## config.mk

```make
export PLATFORM = sky130hd
export DESIGN_NAME = buddy_block_allocator
export DESIGN_NICKNAME = d
export VERILOG_FILES = /design/src/design/bba_pkg.sv /design/src/design/buddy_block_allocator.sv
export SDC_FILE = /design/constraint.sdc
export NUM_CORES = 1
export LEC_CHECK = 0
export BUFFER_PORTS_ARGS = -buffer_cell sky130_fd_sc_hd__buf_2
export CAP_MARGIN = 20
export CORE_MARGIN = 2
export CORE_UTILIZATION = 40
export DETAILED_ROUTE_END_ITERATION = 16
export HOLD_SLACK_MARGIN = 0.12
export PLACE_DENSITY = 0.55
export SLEW_MARGIN = 0
export SYNTH_ARGS = -nofsm -noshare
export SYNTH_HDL_FRONTEND = slang
export SYNTH_SLANG_ARGS = --single-unit
```

## constraint.sdc

```tcl
create_clock -name clk_i -period 9.5 [get_ports clk_i]
set_input_delay 2.85 -clock clk_i [delete_from_list [all_inputs] [get_ports clk_i]]
set_output_delay 2.85 -clock clk_i [all_outputs]
set_load 0.005 [all_outputs]
```

## src/design/bba_pkg.sv

```systemverilog
`timescale 1ns / 1ps

package bba_pkg;

  localparam logic CMD_ALLOC   = 1'b0;
  localparam logic CMD_RELEASE = 1'b1;

  localparam logic [1:0] STATUS_OK      = 2'd0;
  localparam logic [1:0] STATUS_NO_FIT  = 2'd1;
  localparam logic [1:0] STATUS_BAD_REL = 2'd2;

  typedef struct packed {
    logic        command;
    logic [10:0] request_size;
    logic [9:0]  block_address;
  } cmd_t;

  typedef struct packed {
    logic [1:0]  status;
    logic [9:0]  granted_address;
    logic [10:0] granted_size;
  } result_t;

endpackage

```

## src/design/buddy_block_allocator.sv

```systemverilog
`timescale 1ns / 1ps

// channel   | ports                    | handshake
// ----------+--------------------------+----------------------------------
// command   | start, busy, cmd_i       | beat taken when start && !busy
// result    | done_o, result_o         | one-cycle strobe, no back-pressure
//
// After reset a clearing pass writes every table entry, with busy high.
// Allocate: a scan of every slot through the single read port, then one write
// per halving plus a final write that marks the block used.
// Release: a lookup read of the block's entry, then per buddy check a read and one write;
// a block that reaches the top level ends in one write.
// A bad release address answers in the next cycle without raising busy.
// One beat in flight at a time; the result register frees the block at once.

module buddy_block_allocator #(
  parameter int MEMORY_BYTES    = 1024,
  parameter int MIN_BLOCK_BYTES = 8
) (
  input  logic             clk_i,
  input  logic             rst_ni,
  input  logic             start,
  output logic             busy,
  input  bba_pkg::cmd_t    cmd_i,
  output logic             done_o,
  output bba_pkg::result_t result_o
);

  localparam int SLOTS = MEMORY_BYTES / MIN_BLOCK_BYTES;
  localparam int TOP   = $clog2(SLOTS);
  localparam int LW    = (TOP < 1) ? 1 : $clog2(TOP + 1);
  localparam int SW    = (SLOTS > 1) ? $clog2(SLOTS) : 1;
  localparam int MSH   = $clog2(MIN_BLOCK_BYTES);

  localparam logic [3:0] S_CLR   = 4'd0;
  localparam logic [3:0] S_IDLE  = 4'd1;
  localparam logic [3:0] S_SCAN  = 4'd2;
  localparam logic [3:0] S_SPLIT = 4'd3;
  localparam logic [3:0] S_RREAD = 4'd4;
  localparam logic [3:0] S_RCHK  = 4'd5;
  localparam logic [3:0] S_MREAD = 4'd6;
  localparam logic [3:0] S_MCHK  = 4'd7;

  typedef struct packed {
    logic          valid;
    logic          free;
    logic [LW-1:0] level;
  } ent_t;

  ent_t mem [SLOTS];
  ent_t rdata_q;
  logic [SW-1:0] raddr;
  logic          we;
  logic [SW-1:0] waddr;
  ent_t          wdata;

  logic [3:0]    state_q, state_d;
  logic [SW:0]   cnt_q, cnt_d;
  logic          pend_q, pend_d;
  logic          found_q, found_d;
  logic [SW-1:0] best_q, best_d;
  logic [LW-1:0] lv_q, lv_d;
  logic [LW-1:0] need_q, need_d;
  logic          fit_q, fit_d;
  logic          done_q, done_d;
  bba_pkg::result_t res_q, res_d;

  logic [LW-1:0] need_c;
  logic          fit_c;
  logic [SW-1:0] bit_c;
  logic [31:0]   addr_c;
  logic [31:0]   size_c;
  logic [31:0]   rel_slot_c;
  logic          rel_bad_c;

  always_ff @(posedge clk_i) begin
    if (we) begin
      mem[waddr] <= wdata;
    end
    rdata_q <= mem[raddr];
  end

  always_comb begin
    need_c = '0;
    fit_c  = 1'b0;
    for (int l = TOP; l >= 0; l--) begin
      if (32'(cmd_i.request_size) <= (32'(MIN_BLOCK_BYTES) << l)) begin
        need_c = LW'(l);
        fit_c  = 1'b1;
      end
    end
  end

  assign rel_slot_c = 32'(cmd_i.block_address) >> MSH;
  assign rel_bad_c  = ((32'(cmd_i.block_address) & 32'(MIN_BLOCK_BYTES - 1)) != 32'd0) ||
                      (rel_slot_c >= 32'(SLOTS));
  assign bit_c      = SW'(1) << lv_q;

  always_comb begin
    state_d = state_q;
    cnt_d   = cnt_q;
    pend_d  = 1'b0;
    found_d = found_q;
    best_d  = best_q;
    lv_d    = lv_q;
    need_d  = need_q;
    fit_d   = fit_q;
    done_d  = 1'b0;
    res_d   = res_q;
    raddr   = '0;
    we      = 1'b0;
    waddr   = '0;
    wdata   = '0;
    addr_c  = 32'(best_q) << MSH;
    size_c  = 32'(MIN_BLOCK_BYTES) << lv_q;

    unique case (state_q)
      S_CLR: begin
        we    = 1'b1;
        waddr = cnt_q[SW-1:0];
        if (cnt_q == '0) begin
          wdata = '{valid: 1'b1, free: 1'b1, level: LW'(TOP)};
        end
        cnt_d = cnt_q + 1'b1;
        if (cnt_q == (SW + 1)'(SLOTS - 1)) begin
          state_d = S_IDLE;
        end
      end
      S_IDLE: begin
        if (start) begin
          if (cmd_i.command == bba_pkg::CMD_ALLOC) begin
            state_d = S_SCAN;
            cnt_d   = '0;
            found_d = 1'b0;
            need_d  = need_c;
            fit_d   = fit_c;
          end else if (rel_bad_c) begin
            done_d  = 1'b1;
            res_d   = '{status: bba_pkg::STATUS_BAD_REL,
                        granted_address: cmd_i.block_address, granted_size: '0};
          end else begin
            state_d = S_RREAD;
            best_d  = rel_slot_c[SW-1:0];
            res_d.granted_address = cmd_i.block_address;
          end
        end
      end
      S_SCAN: begin
        if (pend_q && rdata_q.valid && rdata_q.free && rdata_q.level >= need_q &&
            (!found_q || rdata_q.level < lv_q)) begin
          found_d = 1'b1;
          best_d  = cnt_q[SW-1:0] - 1'b1;
          lv_d    = rdata_q.level;
        end
        if (cnt_q < (SW + 1)'(SLOTS)) begin
          raddr  = cnt_q[SW-1:0];
          pend_d = 1'b1;
          cnt_d  = cnt_q + 1'b1;
        end else if (!pend_q) begin
          if (found_q && fit_q) begin
            state_d = S_SPLIT;
          end else begin
            state_d = S_IDLE;
            done_d  = 1'b1;
            res_d   = '{status: bba_pkg::STATUS_NO_FIT, granted_address: '0,
                        granted_size: '0};
          end
        end
      end
      S_SPLIT: begin
        we = 1'b1;
        if (lv_q > need_q) begin
          lv_d  = lv_q - 1'b1;
          waddr = best_q | (SW'(1) << lv_d);
          wdata = '{valid: 1'b1, free: 1'b1, level: lv_d};
        end else begin
          waddr   = best_q;
          wdata   = '{valid: 1'b1, free: 1'b0, level: lv_q};
          state_d = S_IDLE;
          done_d  = 1'b1;
          res_d   = '{status: bba_pkg::STATUS_OK, granted_address: addr_c[9:0],
                      granted_size: size_c[10:0]};
        end
      end
      S_RREAD: begin
        raddr   = best_q;
        state_d = S_RCHK;
      end
      S_RCHK: begin
        if (!rdata_q.valid || rdata_q.free) begin
          state_d = S_IDLE;
          done_d  = 1'b1;
          res_d.status       = bba_pkg::STATUS_BAD_REL;
          res_d.granted_size = '0;
        end else begin
          lv_d    = rdata_q.level;
          state_d = S_MREAD;
        end
      end
      S_MREAD: begin
        if (lv_q == LW'(TOP)) begin
          we      = 1'b1;
          waddr   = best_q;
          wdata   = '{valid: 1'b1, free: 1'b1, level: lv_q};
          state_d = S_IDLE;
          done_d  = 1'b1;
          res_d   = '{status: bba_pkg::STATUS_OK, granted_address: addr_c[9:0],
                      granted_size: size_c[10:0]};
        end else begin
          raddr   = best_q ^ bit_c;
          state_d = S_MCHK;
        end
      end
      S_MCHK: begin
        we = 1'b1;
        if (rdata_q.valid && rdata_q.free && rdata_q.level == lv_q) begin
          waddr   = best_q | bit_c;
          best_d  = best_q & ~bit_c;
          lv_d    = lv_q + 1'b1;
          state_d = S_MREAD;
        end else begin
          waddr   = best_q;
          wdata   = '{valid: 1'b1, free: 1'b1, level: lv_q};
          state_d = S_IDLE;
          done_d  = 1'b1;
          res_d   = '{status: bba_pkg::STATUS_OK, granted_address: addr_c[9:0],
                      granted_size: size_c[10:0]};
        end
      end
      default: begin
        state_d = S_IDLE;
      end
    endcase
  end

  always_ff @(posedge clk_i or negedge rst_ni) begin
    if (!rst_ni) begin
      state_q <= S_CLR;
      cnt_q   <= '0;
      pend_q  <= 1'b0;
      done_q  <= 1'b0;
    end else begin
      state_q <= state_d;
      cnt_q   <= cnt_d;
      pend_q  <= pend_d;
      done_q  <= done_d;
    end
  end

  always_ff @(posedge clk_i) begin
    found_q <= found_d;
    best_q  <= best_d;
    lv_q    <= lv_d;
    need_q  <= need_d;
    fit_q   <= fit_d;
    res_q   <= res_d;
  end

  assign busy     = (state_q != S_IDLE);
  assign done_o   = done_q;
  assign result_o = res_q;

endmodule

```

Yosys cells after proc, flatten, opt, wreduce, memory -nomap -nowiden
Memory sizes are Yosys's and may differ from the RTL's. A register that Yosys moved wholly into a read port is not among the register bits.
Cells that the tools add are included.
Widths: inputs -> output; s select.
{"block": "totals", "out_inout_bits": 25, "elab_cells": 186, "ram_bits": 640, "n_memories": 1, "regBits": 52, "in_bits": 25}
{"block": "op_classes", "n_mux": 82, "reduce_logical": 33, "n_shift": 3, "magnitude_cmp": 13, "bitwise_logic": 6, "n_addsub": 4, "eq_ne": 30}
{"memory": "mem", "depth": 128, "word_bits": 5, "read_ports": 1, "rd_clocked_by_memory_dff": 1, "wr": 1, "line": "buddy_block_allocator.sv:50", "rtl": "ent_t mem [SLOTS];"}
{"cell": "$mux 23", "n": 8}
{"cell": "$mux 7", "n": 10}
{"cell": "$pmux 11 s6", "n": 1}
{"cell": "$pmux 10 s5", "n": 1}
{"cell": "$pmux 7 s3", "n": 2}
{"cell": "$ne 2x2->1 const B", "n": 18}
{"cell": "$mux 3", "n": 11}
{"cell": "$mux 4", "n": 8}
{"cell": "$pmux 4 s8", "n": 1}
{"cell": "$reduce_bool 32->1", "n": 1}
{"cell": "$pmux 7 s4", "n": 1}
{"cell": "$mux 8", "n": 3}
{"cell": "$pmux 8 s3", "n": 1}
{"cell": "$mux 11", "n": 2}
{"cell": "$pmux 5 s4", "n": 1}
{"cell": "$mux 1", "n": 19}
{"cell": "$eq 4x3->1 const B", "n": 4}
{"cell": "$mux 5", "n": 3}
{"cell": "$or 7x7->7", "n": 2}
{"cell": "$shl 1x3->7 const A", "n": 2}
{"cell": "$pmux 2 s6", "n": 1}
{"cell": "$pmux 3 s4", "n": 1}
{"cell": "$reduce_and 6->1", "n": 2}
{"cell": "$le 11x10->1 const B", "n": 1}
{"cell": "50 further kinds", "n": 67}

Logic depth before layout (Yosys ltp)
Gate-level depths: netlist of the first run.
{"block": "depth", "ltp_word": 8, "mapped_depth": 17, "depth_no_buf": 12}

Worst setup path after synthesis of the first run
OpenSTA, ideal clock, no wires.
{"block": "synth_timing", "kind": "reg-to-reg", "startpoint": "register lv_q[2]", "endpoint": "memory mem[0][2] (netlist name), data pin", "slack_ns": 1.409, "synth_period_minus_slack_ns": 8.091, "n_path_buf": 1, "required_time_ns": 8.271, "arrival_ns": 6.862, "setup_time_ns": 1.229, "stages_incl_launch_ff": 9, "path_cell_list": "edfxtp_1 clkbuf_1 inv_1 ha_1 and4_1 and2_1 nand2_1 o21ai_0 o31ai_1"}
{"item": "start, declared", "line": "buddy_block_allocator.sv:62", "rtl": "logic [LW-1:0] lv_q, lv_d;"}
{"item": "start signal, assigned", "line": "buddy_block_allocator.sv:253", "rtl": "lv_q <= lv_d;"}
{"item": "end, declared", "line": "buddy_block_allocator.sv:50"}

Worst setup path in the final report of the first run
{"block": "layout_timing", "startpoint": "register lv_q[0]", "endpoint": "register, netlist name rdata_q[3]"}
{"block": "layout_via", "elab_chain_len": 4, "word_cells_on_any_way": 5, "classes_between": "eq/ne: 1; shift: 1; mux: 2; bitwise: 1"}
{"item": "$shl 1x3->7", "line": "buddy_block_allocator.sv:97", "rtl": "assign bit_c = SW'(1) << lv_q;"}
{"item": "$xor 7x7->7", "line": "buddy_block_allocator.sv:210", "rtl": "raddr = best_q ^ bit_c;"}
{"item": "$mux 7 *", "line": "buddy_block_allocator.sv:201", "rtl": "if (lv_q == LW'(TOP)) begin"}
{"item": "$pmux 7 s3 *", "line": "buddy_block_allocator.sv:117", "rtl": "unique case (state_q)"}
Every way passes the cells marked *; elsewhere a longest branch is shown, timed or not.
A chain may end at the register's enable or synchronous reset.

==> impl.org, run 1 <==
** Run status
- Run status :: finished clean

** Logic synthesis
- Seq/Total Area, Yosys :: 69.8%
- For this run, the number of Yosys warnings is 0.
- The biggest area contributor in the post-synthesis netlist is sky130_fd_sc_hd__edfxtp_1.
- In the synthesized netlist the dominant register cell turns out to be sky130_fd_sc_hd__edfxtp_1.
- Proportion of netlist area held by the largest area contributor :: 68.4%
- Share of async-settable or async-resettable flops after synthesis :: 1.88%
- Most frequently used cell type in the post-synthesis netlist :: sky130_fd_sc_hd__edfxtp_1
- Number of storage elements in the synthesis netlist :: 693
- By area the synthesized netlist is led by sky130_fd_sc_hd__edfxtp_1 68%, sky130_fd_sc_hd__nand2_1 5.5%, sky130_fd_sc_hd__nand3_1 2.3%.
- By count the netlist is led by 675 x sky130_fd_sc_hd__edfxtp_1, 436 x sky130_fd_sc_hd__nand2_1, 170 x sky130_fd_sc_hd__nor2_1, 135 x sky130_fd_sc_hd__nand3_1, 90 x sky130_fd_sc_hd__a31oi_1.
- Dividing the synthesized area by the synthesized cell count gives 12.9 µm².
- The number of different library cells used by synthesis comes to 73.
- After technology mapping, the gate count stands at 2,293.
- Post-synth EDFFs :: 675
- Total standard cell area after synthesis :: 29,700 µm²

** Worst hold path
- The tightest min-delay check is of the register to register type.

** GRT
- Number of antenna violations at the first check in global routing :: 1
- Maximum number of pins on one net before global-route repair :: 134
- The total overflow left after global routing is 0.
- The first global-routing pass estimated 123,000 µm of wire.
- Total routing usage reported by global routing :: 21.3%
- Number of global-route vias before repair :: 18,900

** Routing
- The routed layout has 19,400 vias.
- After detailed routing, the number of remaining DRC violations is 0.
- Detailed router's first-iteration violation count :: 1,763
- Routed vias/inst :: 5.83
- The pre-antenna-repair detailed-routing pass consisted of 6 iterations.
- The detail route stage leaves a number of antenna-violating nets equal to 0.
- After detailed routing, the average wire length per cell comes to 24.7 µm.
- The final layout contains routed wiring with a total length of 82,400 µm.

** Power and ir drop
- Power density over the cells :: 290 nW/µm²
- Leakage power figure :: 11.2 nW
- The worst-case IR drop observed on VDD is 0.169 mV.

** Timing
- At the pin with the least slew margin, the transition time is 1.06 ns.
- Final setup violation count :: 0
- After layout, the worst path uses 56.6% of the clock period.
- Summed over all failing endpoints, the final setup total negative slack is 0 ns.
- RSZ-0062 raised after global routing :: no
- Max_slew headroom :: 29.1%
- Fmax :: 0.186 GHz
- The count of pins over their slew limit is 0.
- Clock Skew :: 0.0403 ns
- Final hold viol count :: 0
- Fin crit period :: 5.38 ns

** Floorplanning
- Die Width :: 276 µm
- Number of rows in the core area :: 99
- Once the floorplan was initialized, standard cells occupied 40.5% of the core.
- DIE HEIGHT :: 276 µm
- The total area inside the core boundary comes to 73,200 µm².
- The floorplan step defined a die boundary enclosing 76,300 µm².
- During I/O placement, the number of pins put on the boundary was 50.

** Clock network
- Clock transition at the registers of the reported paths :: 0.06 ns
- TritonCTS clock tree :: built
- Counting the buffers created by CTS gives 76.
- CTS hold repair buffers :: 0
- Clock latency of the later-clocked register in the worst-skew pair :: 0.64 ns
- CTS max path bufs :: 3
- In this run the clock root is driven by a sky130_fd_sc_hd__clkbuf_16.
- H-tree depth reported by CTS :: 3
- CTS saw 693 sinks.
- In this run the post-CTS setup repair buffer count came out at 0.
- Post-CTS Resized :: 0

** Critical path
- Termination of the worst setup path :: rdata_q[3]
- R2R depth :: 15
- At the worst endpoint, the arrival time is 5.90 ns.
- The critical path is of the register to register type.
- The worst setup path is captured at a register.
- The worst setup path is launched from a register.
- Reg-to-reg setup timing slack :: 4.12 ns
- In this run the critical register-to-register path is launched from lv_q[0].
- Data on the critical path is required at its endpoint by 10.02 ns.
- Along the worst path, the maximum fanout reaches 133.
- In this run the critical register-to-register path is captured at rdata_q[3].
- Tracing the worst setup path back leads to its startpoint at lv_q[0].

** Place
- The HPWL after detailed placement is 50,200 µm.
- Number of placed instances with taps included :: 3,195
- GPL Wtd Cong :: 0.896
- IO buf count :: 46

** Final layout
- From synthesis to final layout, the design area changed by 12.6%.
- Multi-input gate area in the final layout :: 8240 µm²
- Final antenna diode count :: 0
- After the last flow step, the layout net total stands at 2,373.
- Fill cells in the final layout number 6,528.
- Finished Layout Cells :: 3,332
- FF/Latch Area :: 20,700 µm²
- Fraction of final layout cells with drive strength greater than 1 :: 10.2%

** Job
- Across the run, the number of max-cap violations was 0.
[logic make-up after synthesis]
group | synth area share [%]
DFF | 69.8
adders and majority gates | 1.39
buffers and inverters | 2.76
and+or+nand+nor | 13.9
other | 0.0126
AOI/OAI and AO/OA | 9.77
xor gates and xnor gates | 0.325
muxes | 2.08
[flip-flops by register name, summed over array words and instances (netlist names)]
signal,cells
mem,640
result_o,20
cnt_q,8
best_q,7
rdata_q,5
lv_q,3
need_q,3
state_q,3
done_o,1
fit_q,1
found_q,1
pend_q,1
[final cells by class]
| cell class | instances | share of cell area [%] |
|---|---|---|
| Clock buffer | 92 | 6.00 |
| Clock inverter | 44 | 1.57 |
| Inverter | 35 | 0.394 |
| Multi-Input combinational cell | 1417 | 24.7 |
| Sequential cell | 693 | 62.0 |
| Tap cell | 959 | 3.59 |
| Timing Repair Buffer | 92 | 1.76 |
[worst min-delay path by stage]
stage / slack (ns) / start / cells after the start / endpoint
floorplan: 0.48 / state_q[0] / 1 / pend_q
global placement: 0.71 / rdata_q[0] / 2 / lv_q[0]
detailed placement: 0.69 / rdata_q[0] / 2 / lv_q[0]
CTS: 0.69 / rdata_q[0] / 2 / lv_q[0]
global route: 0.73 / rdata_q[0] / 2 / lv_q[0]
finish: 0.72 / rdata_q[0] / 2 / lv_q[0]
[cells in the final DEF (no fill, tap or decap), types with 8 or more instances in the layout]
cell type / count
sky130_fd_sc_hd__clkinv_2: 8
sky130_fd_sc_hd__mux2i_1: 28
sky130_fd_sc_hd__inv_1: 32
sky130_fd_sc_hd__a311oi_1: 25
sky130_fd_sc_hd__nor3_1: 13
sky130_fd_sc_hd__clkinvlp_4: 8
sky130_fd_sc_hd__a22oi_1: 21
sky130_fd_sc_hd__a31oi_1: 90
sky130_fd_sc_hd__and2_1: 15
sky130_fd_sc_hd__o211ai_1: 8
sky130_fd_sc_hd__nand2b_1: 8
sky130_fd_sc_hd__clkbuf_1: 13
sky130_fd_sc_hd__a221o_1: 13
sky130_fd_sc_hd__nand2_1: 432
sky130_fd_sc_hd__a22o_1: 8
sky130_fd_sc_hd__nand4_1: 19
sky130_fd_sc_hd__buf_4: 45
sky130_fd_sc_hd__a32oi_1: 25
sky130_fd_sc_hd__dfrtp_1: 13
sky130_fd_sc_hd__a32o_1: 9
sky130_fd_sc_hd__a211oi_1: 39
sky130_fd_sc_hd__o21ai_0: 87
sky130_fd_sc_hd__nand3_1: 135
sky130_fd_sc_hd__and3_1: 46
sky130_fd_sc_hd__clkbuf_16: 77
sky130_fd_sc_hd__a21oi_1: 41
sky130_fd_sc_hd__mux4_2: 15
sky130_fd_sc_hd__clkinv_1: 15
sky130_fd_sc_hd__buf_2: 46
sky130_fd_sc_hd__nor2b_1: 14
sky130_fd_sc_hd__and4_1: 16
sky130_fd_sc_hd__ha_1: 33
sky130_fd_sc_hd__xor2_1: 8
sky130_fd_sc_hd__bufinv_16: 9
sky130_fd_sc_hd__edfxtp_1: 675
sky130_fd_sc_hd__nor2_1: 169
[critical path: stages (launching register included)]
cell                       delay, ns
sky130_fd_sc_hd__edfxtp_1       0.49
sky130_fd_sc_hd__inv_1          0.18
sky130_fd_sc_hd__ha_1           0.29
sky130_fd_sc_hd__nand2_1        0.11
sky130_fd_sc_hd__ha_1           0.27
sky130_fd_sc_hd__and3b_1        0.21
sky130_fd_sc_hd__o21a_1         0.17
sky130_fd_sc_hd__buf_4          0.26
sky130_fd_sc_hd__nor2_8         0.39
sky130_fd_sc_hd__buf_12         0.46
sky130_fd_sc_hd__buf_4          0.72
sky130_fd_sc_hd__mux4_2         0.59
sky130_fd_sc_hd__and2_0         0.17
sky130_fd_sc_hd__a31oi_1        0.24
sky130_fd_sc_hd__nand4_1        0.20
sky130_fd_sc_hd__and4_1         0.23
[per-layer routing]
layer,global-route usage (%),vias to the layer above,share of wire [%]
li1,-,8732,-
met3,3.79,126,6.9
met2,35.1,716,48
met5,0,-,0
met1,29.2,9840,43
met4,5.69,0,2.6
[through the flow]
| step | worst slack, ns | hold slack, ns | util, % | power (mW) | cell area [µm²] |
|---|---|---|---|---|---|
| after floorplan | 1.41 | 0.484 | - | 5.75 | 29700 |
| after global placement | 4.16 | 0.706 | 42.1 | 6.71 | 30800 |
| after detailed placement | 4.18 | 0.693 | 42.1 | 6.75 | 30800 |
| after CTS | 4.16 | 0.694 | 45.6 | 9.72 | 33400 |
| after global routing | 3.86 | 0.731 | 45.6 | 10.0 | 33400 |
| final | 4.12 | 0.718 | 45.6 | 9.68 | 33400 |
[report_power, final]
group          internal (mW)  switching, mW
Clock                   1.76           1.23
Sequential              4.14          0.109
Combinational          0.548           1.89
Total                   6.45           3.23
No activity file was read; power rests on OpenSTA's default activity.
==> inputs of run 2 (changes only) <==
==> constraint.sdc (replaced) <==
create_clock -name clk_i -period 5.36 [get_ports clk_i]
set_input_delay 1.608 -clock clk_i [delete_from_list [all_inputs] [get_ports clk_i]]
set_output_delay 1.608 -clock clk_i [all_outputs]
set_load 0.005 [all_outputs]
==> run 2 against run 1 <==
Against the previous run: cell count up 0.54%; worst setup slack lost 3.4 ns; total power grew 76%; combinational power grew 84%; clock power up 68%; wire length rose by 1.4%; critical path type unchanged; critical path depth shrank 5; global-route usage grew 0.19 points.
==> impl.org, run 2 (synthesized netlist as in run 1, its figures left out) <==
** Run status
- The run finished with clean final reports.

** Final layout
- The number of fillers in the final layout is 6,491 (-0.57%).
- Net count of the finished layout :: 2,387 (+0.59%)
- Final Util :: 45.7% (+0.14 points)
- Layout Area Growth over Synthesis :: 12.9%
- The flip-flop count of the largest register, all copies and words added was 640 (unchanged).
- Most flop-heavy register :: mem
- Finished layout cell area :: 33,500 µm² (+0.30%)
- Finished Layout Cells :: 3,350 (+0.54%)
- Fraction of final layout cells with drive strength greater than 1 :: 10.6% (+0.43 points)
- The top cell types in the final layout, fill and taps aside, are 675 x sky130_fd_sc_hd__edfxtp_1, 433 x sky130_fd_sc_hd__nand2_1, 169 x sky130_fd_sc_hd__nor2_1, 135 x sky130_fd_sc_hd__nand3_1, 90 x sky130_fd_sc_hd__a31oi_1.
- Commonest non-fill, non-tap cell in the layout :: sky130_fd_sc_hd__edfxtp_1

** GRT
- The total congestion overflow came to 0 (unchanged).
- The number of global-route vias before repair was 18,700 (-0.59%).
- The global-route total usage across every layer came to 21.5% (+0.19 points).
- Number of antenna violations at the first check in global routing :: 1 (unchanged)
- Wire length of the first global-routing pass :: 123,000 µm (about the same)
- The largest net degree at the start of global routing came to 129 (-3.7%).

** Critical path
- The worst setup path is launched from a register.
- Slowest library cell on the worst path :: sky130_fd_sc_hd__a311oi_1
- Max stage delay on crit path :: 0.82 ns (+0.10 ns)
- Buffers and inverters on the worst path :: 0 (-4)
- Cells along the critical path :: ha_1 > ha_1 > nor4bb_4 > nand2_2 > a311oi_1 > a22oi_1 > a32o_1 > nor4_1 > nand3_1 > and4_1
- Among the stages of the critical path, the cell type that occurs most often is sky130_fd_sc_hd__ha_1.
- The required time of the critical path came to 5.86 ns (-4.16 ns).
- Biggest fanout along the worst timing path :: 13 (-90%)
- The critical path in this run is classified as register to register.
- Data arrival time of the critical path :: 5.14 ns (-0.76 ns)
- Type of destination of the critical path :: register
- Grouping stages by cell kind, the critical path spends the most delay in simple AND/OR/NAND/NOR gates.

** Clock network
- H-tree depth reported by CTS :: 3 (unchanged)
- CTS hold repair buffers :: 0 (unchanged)
- The post-cts gate resize count was 0 (unchanged).
- Clock sink total :: 693 (unchanged)
- TritonCTS clock tree :: built
- In this run the clock root is driven by a sky130_fd_sc_hd__clkbuf_16.
- Clock latency of the later-clocked register in the worst-skew pair :: 0.61 ns (-0.03 ns)
- CTS max path bufs :: 3 (unchanged)
- Setup repair bufs after CTS :: 0 (unchanged)
- Clock transition at the registers of the reported paths :: 0.06 ns (about the same)
- Number of CTS-inserted buffers :: 73 (-3.9%)

** Place
- The instance area at placement came to 31,100 µm² (+0.88%).
- IO buf count :: 46 (unchanged)
- The number of placed instances, taps included was 3,213 (+0.56%).
- The final weighted congestion of routability-driven global placement is 0.905 (+0.99%).
- The placed wire-length estimate is 51,600 µm (+2.9%).
- The pre-CTS setup slack was 0.841 ns (-3.34 ns).

** Power and ir drop
- VDD IR max :: 0.695 mV (+310%)
- The total power divided by cell area was 509 nW/µm² (+76%).
- The leakage power total was 11.3 nW (+0.59%).

** Timing
- The final count of hold timing violations is 0 (unchanged).
- The final period utilization was 86.5% (+30 points).
- Setup repair after global routing left no endpoint under its margin.
- Measured slew at the worst slew-check pin :: 1.05 ns (-0.0138 ns)
- The total negative slack came to 0 ns (unchanged).
- Fin crit period :: 4.64 ns (-0.739 ns)
- The final worst slack is 0.724 ns (-3.40 ns).
- The number of failing setup endpoints in the final timing report was 0 (unchanged).
- The count of pins over their slew limit came to 0 (unchanged).
- The post-route clock skew came to 0.0232 ns (-0.0171 ns).
- The tightest slew margin relative to the limit came to 30.0% (+0.92 points).
- Fmax :: 0.216 GHz (+16%)

** Floorplanning
- The area of the die is 76,300 µm² (unchanged).
- The placement row count is 99 (unchanged).
- I/O pin total :: 50 (unchanged)
- The total core area is 73,200 µm² (unchanged).
- Starting Density :: 40.5% (unchanged)
- DIE HEIGHT :: 276 µm (unchanged)
- Die Width :: 276 µm (unchanged)

** Routing
- The total wirelength of the detailed-routed design was 83,500 µm (+1.4%).
- Number of vias in the routed layout :: 19,400 (+0.026%)
- Detailed router's first-iteration violation count :: 1,939 (+10%)
- The detailed-route DRC error count was 0 (unchanged).
- The mean number of vias per cell was 5.80 (-0.51%).
- The wire length per cell came to 24.9 µm (+0.82%).
- The number of antenna-violating nets in the routed design was 0 (unchanged).
- First-pass iteration count of the detailed router :: 6 (unchanged)

** Worst hold path
- The tightest min-delay check is of the register to register type.

** Job
- Max capacitance violation total :: 0 (unchanged)
run 2: final timing paths:
| kind | from | to | slack, ns | cells after the start |
|---|---|---|---|---|
| max in group asynchronous | rst_ni | cnt_q[1] | 4.24 | 1 |
| min in group asynchronous | rst_ni | state_q[1] | 0.88 | 1 |
| min | cnt_q[5] | cnt_q[5] | 0.70 | 2 |
| min reg2reg | cnt_q[5] | cnt_q[5] | 0.70 | 2 |
| max | lv_q[0] | rdata_q[3] | 0.72 | 10 |
| max reg2reg | lv_q[0] | rdata_q[3] | 0.72 | 10 |
run 2: through the flow:
step           power [mW]  hold slack (ns)
2_1_floorplan        10.1            0.484
3_5_place_dp         12.2            0.687
4_1_cts              17.1            0.701
6_report             17.1            0.697
5_1_grt              17.7            0.753
3_3_place_gp         12.1            0.664
run 2: tightest hold or removal path, delay by kind of cell (launching register included):
kind	cells	cell delay (ns)
AOI/OAI and AO/OA	2	0.19
DFF	1	0.47
run 2: layout make-up:
| cell class | instances | area, µm² | area share (%) |
|---|---|---|---|
| inverters | 35 | 133 | 0.396 |
| clock buffers | 90 | 1980 | 5.90 |
| repair buffers | 109 | 848 | 2.53 |
| multi-input cells | 1417 | 8250 | 24.6 |
| clock inverters | 45 | 382 | 1.14 |
| flip-flops and latches | 693 | 20700 | 61.8 |
| diodes | 2 | 5.00 | 0.0149 |
| well taps | 959 | 1200 | 3.58 |
run 2: report_power, final:
group / internal (mW) / total, mW / leakage, nW / switching (mW)
combinational: 1.08 / 4.50 / 3.75 / 3.41
sequential: 7.32 / 7.53 / 6.41 / 0.210
clock: 2.92 / 5.03 / 1.14 / 2.11
run 2: routing by layer:
metal	track usage [%]	vias up	routed length [µm]
li1	-	8763	-
met1	29.5	9679	35300
met2	33.7	833	38600
met3	4.25	144	6610
met4	8.65	0	3070
met5	0	-	0
==> inputs of run 3 (changes only) <==
--- a/config.mk
+++ b/config.mk
@@ -5,14 +5,16 @@
 export SDC_FILE = /design/constraint.sdc
 export NUM_CORES = 1
 export LEC_CHECK = 0
-export BUFFER_PORTS_ARGS = -buffer_cell sky130_fd_sc_hd__buf_2
+export BUFFER_PORTS_ARGS = -buffer_cell sky130_fd_sc_hd__buf_4
 export CAP_MARGIN = 20
+export CELL_PAD_IN_SITES_DETAIL_PLACEMENT = 1
+export CELL_PAD_IN_SITES_GLOBAL_PLACEMENT = 1
 export CORE_MARGIN = 2
 export CORE_UTILIZATION = 40
 export DETAILED_ROUTE_END_ITERATION = 16
 export HOLD_SLACK_MARGIN = 0.12
-export PLACE_DENSITY = 0.55
-export SLEW_MARGIN = 0
+export PLACE_DENSITY = 0.63
+export SLEW_MARGIN = 30
 export SYNTH_ARGS = -nofsm -noshare
 export SYNTH_HDL_FRONTEND = slang
 export SYNTH_SLANG_ARGS = --single-unit
==> run 3 against run 2 <==
Against the previous run: flip-flop and latch count unchanged; sequential share of layout area barely moved; design area is essentially flat; total power is 0.34% lower; cell count about the same; register-to-register slack lost 0.27 ns; wire length up 9.7%; largest cell class unchanged; largest power group unchanged; clock power shrank 4.4%.
==> impl.org, run 3 (synthesized netlist as in run 1, its figures left out) <==
** Clock network
- TritonCTS clock tree :: built
- The buffers inserted during post-CTS setup optimization is 0 (unchanged).
- CTS hold repair buffers :: 0 (unchanged)
- Post-CTS Resized :: 0 (unchanged)
- Clock latency of the later-clocked register in the worst-skew pair :: 0.64 ns (+0.03 ns)
- Clock tree synthesis selected as its root buffer the cell sky130_fd_sc_hd__clkbuf_16.
- The clock slew seen by the registers of the worst setup and hold paths was 0.06 ns (about the same).
- The total clock buffers created by CTS was 75 (+2.7%).
- H-tree depth reported by CTS :: 3 (unchanged)
- Clock sink total :: 693 (unchanged)
- The number of buffers on the longest clock path was 3 (unchanged).

** Routing
- Detailed router's first-iteration violation count :: 1,643 (-15%)
- The routed via count is 19,700 (+1.6%).
- First-pass iteration count of the detailed router :: 5 (-1)
- The mean number of vias per cell came to 5.88 (+1.5%).
- Drt wl/cell :: 27.3 µm (+9.6%)
- Final routed DRC violation total :: 0 (unchanged)
- The total wirelength of the detailed-routed design was 91,600 µm (+9.7%).
- The number of antenna-violating nets in the routed design was 0 (unchanged).

** Power and ir drop
- Clock group share of total power :: 28.3% (-1.2 points)
- The cell internal power dissipation is 11.1 mW (-1.8%).
- Sequential power share :: 44.4% (+0.2 points)
- Leakage power figure :: 11.3 nW (about the same)
- Final total power :: 17.0 mW (-0.34%)
- The share of power burned in combinational logic is 27.3% (+0.9 points).
- Sw frac :: 34.6% (+1.0 points)
- VDD IR max :: 0.425 mV (-39%)
- The total power divided by cell area was 507 nW/µm² (-0.41%).
- P_sw :: 5.89 mW (+2.6%)

** GRT
- Total routing usage reported by global routing :: 23.9% (+2.4 points)
- The initial antenna violation count came to 0 (-1).
- GRT Residual Overflow :: 0 (unchanged)
- The global-route wire length before repair came to 137,000 µm (+11%).
- Maximum number of pins on one net before global-route repair :: 129 (unchanged)
- Number of global-route vias before repair :: 20,400 (+8.8%)

** Floorplanning
- The die outline height was 276 µm (unchanged).
- Die outline area :: 76,300 µm² (unchanged)
- Number of rows in the core area :: 99 (unchanged)
- The total core area is 73,200 µm² (unchanged).
- The starting utilization of the core area was 40.5% (unchanged).
- The boundary pin count came to 50 (unchanged).
- Die Width :: 276 µm (unchanged)

** Place
- The placed wire-length estimate was 58,400 µm (+13%).
- IO buf count :: 46 (unchanged)
- GPL Wtd Cong :: 0.862 (-4.8%)
- Number of placed instances with taps included :: 3,219 (+0.19%)
- The pre-CTS setup slack is 0.538 ns (-0.303 ns).

** Timing
- The number of failing setup endpoints in the final timing report was 0 (unchanged).
- The final count of hold timing violations is 0 (unchanged).
- Total negative slack for setup checks :: 0 ns (unchanged)
- The transition at the pin with the smallest max-transition slack is 1.00 ns (-0.0492 ns).
- The tightest slew margin relative to the limit was 33.1% (+3.1 points).
- Fmax :: 0.204 GHz (-5.4%)
- The clock period minus final worst setup slack is 4.90 ns (+0.267 ns).
- Clock Skew :: 0.0218 ns (-0.00137 ns)
- The final period utilization came to 91.5% (+5.0 points).
- Number of pins exceeding their max-slew limit in the final report :: 0 (unchanged)
- The final worst slack was 0.457 ns (-0.267 ns).
- RSZ-0062 raised after global routing :: no

** Critical path
- The required time of the critical path is 5.87 ns (about the same).
- The worst setup path is launched from a register.
- The peak fanout along the critical path came to 43 (+30).
- STA classifies the critical path endpoint as a register.
- Crit Path Class :: register to register
- The data arrival time at the worst-slack endpoint is 5.41 ns (+0.27 ns).

** Final layout
- The library cells used most frequently in the layout, excluding fill and tap cells, are 675 x sky130_fd_sc_hd__edfxtp_1, 433 x sky130_fd_sc_hd__nand2_1, 169 x sky130_fd_sc_hd__nor2_1, 135 x sky130_fd_sc_hd__nand3_1, 103 x sky130_fd_sc_hd__buf_4.
- The area growth from synthesis to final layout came to 13.0% (about the same).
- The layout net count is 2,395 (+0.34%).
- Leaving out fill and tap cells, the most frequent cell in the layout is sky130_fd_sc_hd__edfxtp_1.
- The number of non-filler instances in the completed layout was 3,353 (+0.090%).
- The flip-flop count of the largest register, all copies and words added was 640 (unchanged).
- Fraction of final layout cells with drive strength greater than 1 :: 10.4% (-0.14 points)
- Most flop-heavy register :: mem

** Run status
- The run finished with clean final reports.

** Worst hold path
- Path category of the worst min-delay check :: register to register

** Job
- Max capacitance violation total :: 0 (unchanged)
run 3: through the flow:
step / hold slack (ns) / util [%] / area [µm²]
after floorplan: 0.484 / - / 29700
after global placement: 0.641 / 42.7 / 31300
after detailed placement: 0.626 / 42.7 / 31300
after CTS: 0.642 / 45.8 / 33500
after global routing: 0.701 / 45.8 / 33500
final: 0.675 / 45.8 / 33500
run 3: final timing paths:
check                                 from         end  depth (start not counted)  slack (ns)
worst min register to register  rdata_q[0]     lv_q[0]                          2        0.67
max in group asynchronous           rst_ni  state_q[0]                          1        4.37
worst max-delay path               lv_q[0]  rdata_q[4]                         11        0.46
min in group asynchronous           rst_ni    cnt_q[2]                          1        0.81
worst min-delay path            rdata_q[0]     lv_q[0]                          2        0.67
worst max register to register     lv_q[0]  rdata_q[4]                         11        0.46
run 3: final cells by class:
type	instances	area, µm²
antenna	1	2.50
sequential	693	20700
fill	7474	39700
multi-input combinational	1417	8260
clock inverter	41	245
timing repair buffer	115	1010
inverter	35	133
tap	959	1200
clock buffer	92	1960
run 3: power by group through the flow:
| stage | sequential, mW | clock (mW) | combinational [mW] |
|---|---|---|---|
| 2_1_floorplan | 7.71 | 0 | 2.41 |
| 3_3_place_gp | 7.64 | 0 | 4.59 |
| 3_5_place_dp | 7.65 | 0 | 4.67 |
| 4_1_cts | 7.54 | 4.88 | 4.69 |
| 5_1_grt | 7.57 | 5.08 | 4.99 |
| 6_report | 7.55 | 4.81 | 4.64 |
run 3: worst max-delay path: stages (launching register included):
cell and delay (ns):
sky130_fd_sc_hd__edfxtp_1 0.49, sky130_fd_sc_hd__ha_1 0.37, sky130_fd_sc_hd__ha_1 0.32, sky130_fd_sc_hd__nor4bb_4 0.81, sky130_fd_sc_hd__nand2_2 0.44, sky130_fd_sc_hd__nand2_4 0.59
sky130_fd_sc_hd__buf_4 0.47, sky130_fd_sc_hd__mux4_2 0.37, sky130_fd_sc_hd__and2_1 0.18, sky130_fd_sc_hd__a31oi_1 0.28, sky130_fd_sc_hd__and4_1 0.34, sky130_fd_sc_hd__a211oi_1 0.07
run 3: metal layers:
metal | vias up | share of wire [%] | GRT usage, % | routed length (µm)
met3 | 159 | 5.7 | 3.88 | 5200
li1 | 8767 | - | - | -
met5 | - | 0 | 0 | 0
met4 | 0 | 3.5 | 9.07 | 3200
met2 | 539 | 48 | 39.4 | 44400
met1 | 10300 | 42 | 31.8 | 38800
